File: config.mk
export PLATFORM = sky130hd
export DESIGN_NAME = amx_exec_unit
export DESIGN_NICKNAME = d
export VERILOG_FILES = /design/src/amx_pkg.sv /design/src/amx_exec_unit.sv
export SDC_FILE = /design/constraint.sdc
export NUM_CORES = 1
export LEC_CHECK = 0
export BUFFER_PORTS_ARGS = -buffer_cell sky130_fd_sc_hd__buf_2
export CAP_MARGIN = 40
export CORE_ASPECT_RATIO = 0.5
export CORE_MARGIN = 2
export CORE_UTILIZATION = 30
export DETAILED_ROUTE_END_ITERATION = 7
export PLACE_DENSITY = 0.6
export SYNTH_ARGS = -nofsm -noshare
export SYNTH_HDL_FRONTEND = slang
export SYNTH_SLANG_ARGS = --single-unit
File: constraint.sdc
create_clock -name vclk -period 3.2
set_clock_uncertainty 0.05 [all_clocks]
set_input_delay 0.16 -clock vclk [all_inputs]
set_output_delay 0.16 -clock vclk [all_outputs]
set_load 0.005 [all_outputs]
File: src/amx_pkg.sv
`timescale 1ns / 1ps
`default_nettype none
// ----------------------------------------------------------------------------
// amx_pkg
// Shared types, codes and sizes of the accumulator machine execute core.
// ----------------------------------------------------------------------------
package amx_pkg;

  localparam int ADDR_W  = 16;
  localparam int TOTAL_W = 16;
  localparam int E_W     = 8;
  localparam int WORD_W  = TOTAL_W + E_W;
  localparam int PC_W    = 16;
  localparam int COUNT_W = 16;

  typedef logic [ADDR_W-1:0] addr_t;

  typedef struct packed {
    logic [E_W-1:0]     e;
    logic [TOTAL_W-1:0] total;
  } word_t;

  typedef enum logic [1:0] {
    MODE_EXEC = 2'd0,
    MODE_LOAD = 2'd1,
    MODE_READ = 2'd2,
    MODE_NONE = 2'd3
  } mode_t;

  typedef enum logic [7:0] {
    OP_HALT  = 8'h00,
    OP_LOAD  = 8'h01,
    OP_STORE = 8'h02,
    OP_ADD   = 8'h03,
    OP_SUB   = 8'h04,
    OP_SKIP  = 8'h05,
    OP_JZ    = 8'h06,
    OP_JNZ   = 8'h07,
    OP_JMP   = 8'h08,
    OP_SWAP  = 8'h09,
    OP_INC   = 8'h0A
  } opcode_t;

  typedef struct packed {
    logic [PC_W-1:0]    pc;
    logic               run;
    word_t              a;
    word_t              b;
    word_t              r;
    logic [COUNT_W-1:0] count;
  } arch_state_t;

  typedef struct packed {
    logic  en;
    addr_t addr;
    word_t data;
  } mem_wr_t;

endpackage
`default_nettype wire

File: src/amx_exec_unit.sv
`timescale 1ns / 1ps
`default_nettype none
// ----------------------------------------------------------------------------
// amx_exec_unit
// Next-state logic: decodes one item against the current machine state.
// ----------------------------------------------------------------------------
module amx_exec_unit
  import amx_pkg::*;
(
  input  wire arch_state_t        cur,
  input  wire logic [1:0]         mode,
  input  wire logic [7:0]         opcode,
  input  wire logic [PC_W-1:0]    operand,
  input  wire word_t              load_word,
  input  wire word_t              mem_word,
  output arch_state_t             nxt,
  output logic                    bad,
  output word_t                   rd_word,
  output mem_wr_t                 wr
);

  logic [PC_W-1:0] pc_plus1;
  logic [PC_W-1:0] pc_plus3;
  logic            a_zero;
  addr_t           addr;

  assign pc_plus1 = cur.pc + PC_W'(1);
  assign pc_plus3 = cur.pc + PC_W'(3);
  assign a_zero   = (cur.a.total == '0);
  assign addr     = operand[ADDR_W-1:0];

  always_comb begin
    nxt     = cur;
    bad     = 1'b0;
    rd_word = '0;
    wr.en   = 1'b0;
    wr.addr = addr;
    wr.data = load_word;
    unique case (mode_t'(mode))
      MODE_EXEC: begin
        if (cur.run) begin
          unique case (opcode_t'(opcode))
            OP_HALT: begin
              nxt.run = 1'b0;
              nxt.pc  = pc_plus1;
            end
            OP_LOAD: begin
              nxt.b     = cur.a;
              nxt.a     = mem_word;
              nxt.pc    = pc_plus3;
              nxt.count = cur.count + COUNT_W'(1);
            end
            OP_STORE: begin
              nxt.r     = cur.a;
              wr.en     = 1'b1;
              wr.data   = cur.a;
              nxt.pc    = pc_plus3;
              nxt.count = cur.count + COUNT_W'(1);
            end
            OP_ADD: begin
              nxt.r.total = cur.a.total + cur.b.total;
              nxt.r.e     = cur.a.e + cur.b.e;
              nxt.pc      = pc_plus1;
              nxt.count   = cur.count + COUNT_W'(1);
            end
            OP_SUB: begin
              nxt.r.total = cur.a.total - cur.b.total;
              nxt.r.e     = cur.a.e - cur.b.e;
              nxt.pc      = pc_plus1;
              nxt.count   = cur.count + COUNT_W'(1);
            end
            OP_SKIP: nxt.pc = pc_plus3;
            OP_JZ:   nxt.pc = a_zero ? operand : pc_plus3;
            OP_JNZ:  nxt.pc = a_zero ? pc_plus3 : operand;
            OP_JMP:  nxt.pc = operand;
            OP_SWAP: begin
              nxt.a  = cur.b;
              nxt.b  = cur.a;
              nxt.pc = pc_plus1;
            end
            OP_INC: begin
              nxt.a.total = cur.a.total + TOTAL_W'(1);
              nxt.pc      = pc_plus1;
            end
            default: begin
              nxt.run = 1'b0;
              bad     = 1'b1;
            end
          endcase
        end
      end
      MODE_LOAD: wr.en   = 1'b1;
      MODE_READ: rd_word = mem_word;
      MODE_NONE: ;
      default:   ;
    endcase
  end

endmodule
`default_nettype wire

==> results of run 1 <==
-- synthesized netlist by cell type, types with 9 or more instances --
cell type  number
nand2_1       146
o21ai_0        79
nor2_1         53
a21oi_1        32
inv_1          31
and2_1         30
clkbuf_1       30
ha_1           29
nand3_1        29
xnor2_1        28
mux2i_1        25
xor2_1         25
mux2_2         21
nor3_1         21
buf_4          17
o211ai_1       17
nand4_1        12
or3_1          10
and3_1          9
buf_2           9
nand2b_1        9
nor4_1          9
-- cell families after synthesis --
kind of cell,share of synthesized area
AND/OR/NAND/NOR,0.347
AO/OA/AOI/OAI,0.296
buffers and inverters,0.0842
XOR/XNOR,0.0930
multiplexers,0.0975
adder cells (fa/ha/maj),0.0827
-- layer usage --
layer | vias to the layer above | routed length, um | GRT usage
met5 | - | 0 | 0
met4 | 0 | 248 | 0.0327
met3 | 18 | 1230 | 0.0158
met2 | 256 | 11400 | 0.424
met1 | 3483 | 11400 | 0.348
li1 | 3703 | - | -
-- timing repair --
action	in CTS	in global routing
gates cloned	0	0
setup buffers	5	7
pin swaps	32	48
resized for setup	37	42
setup endpoints to repair	12	21
-- stage by stage --
stage / power (mW) / worst slack, ns / TNS [ns] / cell area, um2 / instances
finish: 0.993 / -0.191 / -0.522 / 7860 / 1427
global route: 1.08 / -0.307 / -2.24 / 7860 / 1427
CTS: 0.930 / -0.121 / -0.550 / 7600 / 1420
detailed placement: 0.894 / -0.409 / -2.47 / 7440 / 1415
global placement: 0.886 / -0.419 / -2.21 / 7430 / 1414
floorplan: 0.442 / -0.0503 / -0.0503 / 5020 / 805
-- power groups by stage --
stage | combinational [mW] | sequential [mW] | clock (mW)
floorplan | 0.442 | 0 | 0
global placement | 0.886 | 0 | 0
detailed placement | 0.894 | 0 | 0
CTS | 0.930 | 0 | 0
global route | 1.08 | 0 | 0.0000000418
finish | 0.993 | 0 | 0.0000000418
-- area by class of cell --
type,count,area share
Timing Repair Buffer,453,0.326
Inverter,31,0.0148
Tap cell,227,0.0361
Multi-Input combinational cell,715,0.623
Antenna cell,1,0.000318
-- worst max-delay path by stage --
stage	from	to	slack (ns)	depth (start not counted)
floorplan	cur[41]	nxt[30]	-0.05	13
global placement	cur[41]	nxt[30]	-0.42	15
detailed placement	cur[41]	nxt[30]	-0.41	15
CTS	cur[41]	nxt[30]	-0.12	15
global route	cur[41]	nxt[30]	-0.31	15
finish	cur[41]	nxt[30]	-0.19	15
==> summary.md, run 1 <==
| Metric | Value |
|---|---|
| Status | `complete, but fails checks` |
| Failing checks | `negative setup slack` |
| Critical Path Max Stage Delay | `0.39 ns` |
| Hpwl dp | `19900 um` |
| Global-route wire length before repair | `35500 um` |
| Register area | `0 um2` |
| Port Buffers | `350` |
| Tcrit/Tclk final | `1.06` |
| Critical path class | `input pin to output pin` |
| Yosys warnings | `0` |
| GP Congestion | `0.959` |
| Share of cells above drive strength 1 | `0.448` |
| Leak | `4.01 nW` |
| NetSw | `509 uW` |
| Slowest CP cell | `or3_4` |
| Slew @ Worst Pin | `0.871 ns` |
| Syn Std Cell Area | `4990 um2` |
| Commonest cells after routing, fill and taps aside | `347 x buf_2, 144 x nand2_1, 98 x buf_4, 69 x o21ai_0, 49 x nor2_1` |
| Remaining DRCs | `0` |
| CP startpoint kind | `input pin` |
| Worst path most repeated cell | `xor2_1` |
| Critical path cell sequence | `buf_6, or3_4, or3b_4, or2_4, o21ai_2, xor2_1, ha_1, a21o_1, a21oi_2, nor3b_1, a211o_1, nor3b_2, xor2_1, o211ai_1, buf_2` |
| Worst Hold Depth | `2` |
| Max Slew Vio Count | `0` |
| Commonest non-fill, non-tap cell in the layout | `buf_2` |
| Core Box Area | `16300 um2` |
| GR Overflow Total | `0` |
| Power per standard cell area | `126 nW/um2` |
| WL/cell | `17.0 um` |
| Worst-path maximum fanout | `3` |
| Die area | `17700 um2` |
| Initial antenna violation count | `1` |
| # setup viols final | `6` |
| Sequential element share of the synthesized area | `0` |
| Width of the die | `186 um` |
| Post-Route WL | `24300 um` |
| Hold_sp | `operand[5]` |
| Clock network fraction of total power | `0` |
| Combinational share of power | `1.000` |
| Average size of a mapped cell | `6.20 um2` |
| Fill cells | `1718` |
| Slew headroom | `0.418` |
| Vias in the first global route | `6546` |
| Hold slack | `0.452 ns` |
| Yosys cell types | `68` |
| # IOs | `350` |
| Final min period | `3.39 ns` |
| Syn Nets | `1015` |
| Initial drt markers | `404` |
| Area occupied by multi-input gates | `4890 um2` |
| Crit. End Element | `output pin` |
| Final hold violation count | `0` |
| Synth Instances | `805` |
| Synth area leader | `nand2_1` |
| Max Fclk | `295 MHz` |
| Vias | `7460` |
| Critical path data arrival time | `3.18 ns` |
| Max_cap viols | `0` |
| Area grow syn2layout | `57.5%` |
| Sw frac | `0.513` |
| Synth top area share | `0.110` |
| Unrepaired setup endpoints after global routing | `yes` |
| Min-delay worst type | `input pin to output pin` |
| GRT Overall Usage | `0.246` |
| Remaining antenna violation count | `0` |
| Detailed Routing Iterations Pass 1 | `5` |
| Nets@finish | `1411` |
| Starting density of the core | `0.306` |
| Fin util | `0.482` |
| VDD IR max | `46.8 uV` |
| FP Rows | `33` |
| Endpoint, Worst Hold | `wr[29]` |
| Layout clock buffers | `0` |
| Chip height | `95.2 um` |
| Top delay family on crit path | `simple AND/OR/NAND/NOR gates` |
| Largest net degree at the start of global routing | `45` |
| Via density | `5.23` |
| Register share of total power | `0` |
| # hold bufs at CTS | `0` |
| Req. time, crit path | `2.99 ns` |
| Cell Int Power | `483 uW` |
| Worst setup margin | `-0.191 ns` |
| Seq cells | `0` |
| WP buf/inv | `2` |
| Area contributors post-synth | `nand2_1 11%, o21ai_0 7.9%, ha_1 7.3%` |
No activity file was read; power rests on OpenSTA's default activity.
==> run 2: changes to the inputs <==
Settings changed: ABC_AREA set to 1, PLACE_DENSITY 0.6 to 0.58.
==> summary.md, run 2 <==
| Metric | Value |
|---|---|
| Post-CTS Resized | `0` |
| Vias | `8373` |
| WL/cell | `15.8 um` |
| Final hold violation count | `0` |
| Tcrit/Tclk final | `0.924` |
| Leak | `4.43 nW` |
| # hold bufs at CTS | `0` |
| GP Congestion | `0.981` |
| Power per standard cell area | `111 nW/um2` |
| Port Buffers | `350` |
| Remaining antenna violation count | `0` |
| Total power | `830 uW` |
| Crit. End Element | `output pin` |
| Commonest cells after routing, fill and taps aside | `351 x nand2_1, 350 x buf_2, 157 x inv_1, 127 x nor2_1, 94 x nand3_1` |
| Core Box Area | `18400 um2` |
| VDD IR max | `36.6 uV` |
| Hpwl dp | `22600 um` |
| Most frequent cell after synthesis | `nand2_1` |
| Via density | `4.95` |
| Placed cells | `1688` |
| Fin util | `0.408` |
| FP Rows | `35` |
| Critical path class | `input pin to output pin` |
| Worst-path maximum fanout | `4` |
| Share of cells above drive strength 1 | `0.285` |
| Synth area leader | `nand2_1` |
| Remaining DRCs | `0` |
| Sequential element share of the synthesized area | `0` |
| Min-delay worst type | `input pin to output pin` |
| GRT Overall Usage | `0.248` |
| Yosys cell types | `48` |
| Commonest non-fill, non-tap cell in the layout | `nand2_1` |
| # IOs | `350` |
| Slew headroom | `0.406` |
| Synth Instances | `1137` |
| Critical Path Max Stage Delay | `0.35 ns` |
| Postcts setup bufs | `0` |
| Nets@finish | `1660` |
| Setup TNS | `0 ns` |
| Worst slack, placed | `0.166 ns` |
| Detailed Routing Iterations Pass 1 | `5` |
| Final Instance Count excl. Fillers | `1690` |
| Req. time, crit path | `2.99 ns` |
| Area grow syn2layout | `33.5%` |
| Global-route wire length before repair | `39700 um` |
| Max_cap viols | `0` |
| Initial antenna violation count | `2` |
| # setup viols final | `0` |
| Worst setup margin | `0.242 ns` |
| Syn Nets | `1347` |
| Vias in the first global route | `7399` |
| Area contributors post-synth | `nand2_1 23%, inv_1 11%, nor2_1 8.6%` |
| Post-Route WL | `26700 um` |
| Yosys warnings | `0` |
| Initial drt markers | `606` |
| Critical path cell sequence | `buf_2, inv_1, ha_1, nand4_1, nor2_1, nand2_1, nand2_1, o21ai_0, xor2_1, ha_1, inv_1, nor3_1, nor3b_1, nand2_1, nand2_1, nand2_1, nand3_1, nand2_1, buf_2` |
| Worst path most repeated cell | `nand2_1` |
| Die area | `19900 um2` |
| Fin area | `7510 um2` |
| Width of the die | `198 um` |
| CP startpoint kind | `input pin` |
| Status | `completed` |
| Area after DPL | `7490 um2` |
| Slew @ Worst Pin | `0.888 ns` |
| Max Fclk | `338 MHz` |
| Layout clock buffers | `0` |
| Largest net degree at the start of global routing | `51` |
| Chip height | `101 um` |
| Critical path data arrival time | `2.75 ns` |
| GR Overflow Total | `0` |
| Starting density of the core | `0.306` |
| Top cells by instance count after synthesis | `351 x nand2_1, 158 x inv_1, 129 x nor2_1, 94 x nand3_1, 74 x o21ai_0` |
| Hold slack | `0.453 ns` |
| Max Slew Vio Count | `0` |
| Syn Std Cell Area | `5620 um2` |
| Seq cells | `0` |
| Final min period | `2.96 ns` |
| Register area | `0 um2` |
| Slowest CP cell | `ha_1` |
| Average size of a mapped cell | `4.94 um2` |
| Synth top area share | `0.234` |
-- run 2: changes by cell type in the layout (fill, tap and decap cells not counted), sizes merged, moves of 11 or more --
cell,change
and2,-29
buf,-89
inv,+138
mux2,-21
mux2i,-25
nand2,+213
nand3,+67
nor2,+88
o21ai,+12
o22ai,+11
xnor2,-19
xor2,+14
-- run 2: layout make-up --
| class | instances | area (um2) |
|---|---|---|
| fill | 2146 | 10900 |
| multi-input combinational | 913 | 4680 |
| timing repair buffer | 364 | 1870 |
| inverter | 171 | 648 |
| tap | 240 | 300 |
| antenna | 2 | 5.00 |
-- run 2: cell families (layout without fill, tap and decap cells) --
| group | after synthesis | in the layout | share of synthesized area |
|---|---|---|---|
| and+or+nand+nor | 646 | 646 | 0.491 |
| AOI/OAI and AO/OA | 188 | 188 | 0.194 |
| other | 0 | 2 | 0 |
| adders and majority gates | 31 | 31 | 0.0717 |
| buffers and inverters | 224 | 535 | 0.169 |
| xor gates and xnor gates | 48 | 48 | 0.0748 |
-- run 2: worst paths after layout --
path | from | endpoint | slack [ns] | cells after the start
worst max-delay path | cur[41] | nxt[31] | 0.24 | 19
worst min-delay path | operand[7] | wr[31] | 0.45 | 2
-- run 2: critical path, delay by kind of cell --
family | cells | cell delay [ns]
and+or+nand+nor | 11 | 1.32
AOI/OAI and AO/OA | 1 | 0.13
xor gates and xnor gates | 1 | 0.17
buffers and inverters | 4 | 0.40
adders and majority gates | 2 | 0.58
-- run 2: layer usage --
layer  GRT usage  part of all wire
met5           0                 0
met4      0.0307            0.0083
met3     0.00970             0.049
met2       0.410              0.45
met1       0.367              0.49
-- run 2: where the power goes --
part	switching, mW	internal (mW)	total, mW
clock	0	0.0000000836	0.0000000836
combinational	0.496	0.334	0.830
sequential	0	0	0
==> run 3: changes to the inputs <==
Settings changed: PLACE_DENSITY 0.58 to 0.56, RECOVER_POWER set to 50.
Clock period 3.2 ns to 2.8 ns, I/O delays scaled along.
==> summary.md, run 3 (synthesized netlist as in run 2, its figures left out) <==
| Metric | Value |
|---|---|
| Status | `completed` |
| Total power | `1.00 mW` |
| Max Slew Vio Count | `0` |
| FP Rows | `35` |
| Starting density of the core | `0.306` |
| Width of the die | `198 um` |
| Final hold violation count | `0` |
| Largest net degree at the start of global routing | `38` |
| Unrepaired setup endpoints after global routing | `yes` |
| Global-route wire length before repair | `39200 um` |
| Initial antenna violation count | `3` |
| Post-Route WL | `26600 um` |
| GRT Overall Usage | `0.245` |
| Port Buffers | `350` |
| Slew headroom | `0.258` |
| Min-delay worst type | `input pin to output pin` |
| Leak | `4.39 nW` |
| Critical path cell sequence | `clkbuf_1, nor2_4, nand2_4, nor2_4, nand2_4, buf_4, o21ai_0, xor2_1, ha_1, nand2_1, o21ai_0, a21oi_1, nand2_1, nand2_1, nand3_1, nand2_1, buf_2` |
| Top delay family on crit path | `simple AND/OR/NAND/NOR gates` |
| Power per standard cell area | `129 nW/um2` |
| Layout clock buffers | `0` |
| Die area | `19900 um2` |
| # hold bufs at CTS | `0` |
| WP buf/inv | `3` |
| GR Overflow Total | `0` |
| Critical path class | `input pin to output pin` |
| Fill cells | `2152` |
| Via density | `4.96` |
| Worst path most repeated cell | `nand2_1` |
| Vias | `8482` |
| Final min period | `2.72 ns` |
| Seq cells | `0` |
| WL/cell | `15.6 um` |
| Critical Path Max Stage Delay | `0.42 ns` |
| Req. time, crit path | `2.61 ns` |
| Hpwl dp | `22400 um` |
| Commonest non-fill, non-tap cell in the layout | `nand2_1` |
| VDD IR max | `74.1 uV` |
| Nets@finish | `1680` |
| CP startpoint kind | `input pin` |
| Critical path data arrival time | `2.53 ns` |
| Core Box Area | `18400 um2` |
| Register area | `0 um2` |
| Detailed Routing Iterations Pass 1 | `5` |
| Worst-path maximum fanout | `10` |
| Slew @ Worst Pin | `1.11 ns` |
| Initial drt markers | `489` |
| Chip height | `101 um` |
| Setup TNS | `0 ns` |
| # IOs | `350` |
| Max_cap viols | `0` |
| Remaining DRCs | `0` |
| Commonest cells after routing, fill and taps aside | `346 x nand2_1, 303 x buf_2, 155 x inv_1, 127 x nor2_1, 93 x nand3_1` |
| Slowest CP cell | `ha_1` |
| # setup viols final | `0` |
| Max Fclk | `367 MHz` |
| Remaining antenna violation count | `0` |
| Area grow syn2layout | `38.0%` |
| Crit. End Element | `output pin` |
| Share of cells above drive strength 1 | `0.284` |
| Tcrit/Tclk final | `0.973` |
| GP Congestion | `1.00` |
| Vias in the first global route | `7441` |
[run 3: timing repair]
item	4_1_cts	5_1_grt
buffers inserted	0	2
pin swaps	0	18
setup endpoints to repair	1	12
resized for setup	1	47
hold endpoints to repair	0	0
cloned	0	0
[run 3: layer usage]
metal  vias to the layer above  track usage  routed length, um
met5                         -            0                  0
met4                         0       0.0382                402
met3                        28      0.00970               1630
met2                       300        0.412              12200
met1                      3845        0.353              12400
li1                       4309            -                  -
[run 3: final cells by class]
type	count	area [um2]	area share
multi-input cells	913	4830	0.622
repair buffers	384	1980	0.255
inverters	171	644	0.0831
well taps	240	300	0.0387
diodes	3	7.51	0.000968
[run 3: report_power, final]
part	internal (mW)	switching, mW
clock network	0.000000143	0
registers	0	0
logic	0.409	0.592
[run 3: worst paths after layout]
path,startpoint,to,slack [ns],depth (start not counted)
max,opcode[5],nxt[31],0.08,17
min,operand[6],wr[30],0.41,2
[run 3: metrics by stage]
stage / std cells / hold WS (ns) / utilization / setup WS, ns / instance area (um2)
detailed placement: 1706 / 0.410 / 0.416 / 0.00431 / 7640
global placement: 1705 / 0.412 / 0.415 / -0.0202 / 7630
floorplan: 1137 / 0.285 / - / 0.343 / 5620
global route: 1711 / 0.421 / 0.422 / -0.169 / 7760
finish: 1711 / 0.411 / 0.422 / 0.0758 / 7760
CTS: 1706 / 0.411 / 0.416 / 0.00427 / 7650
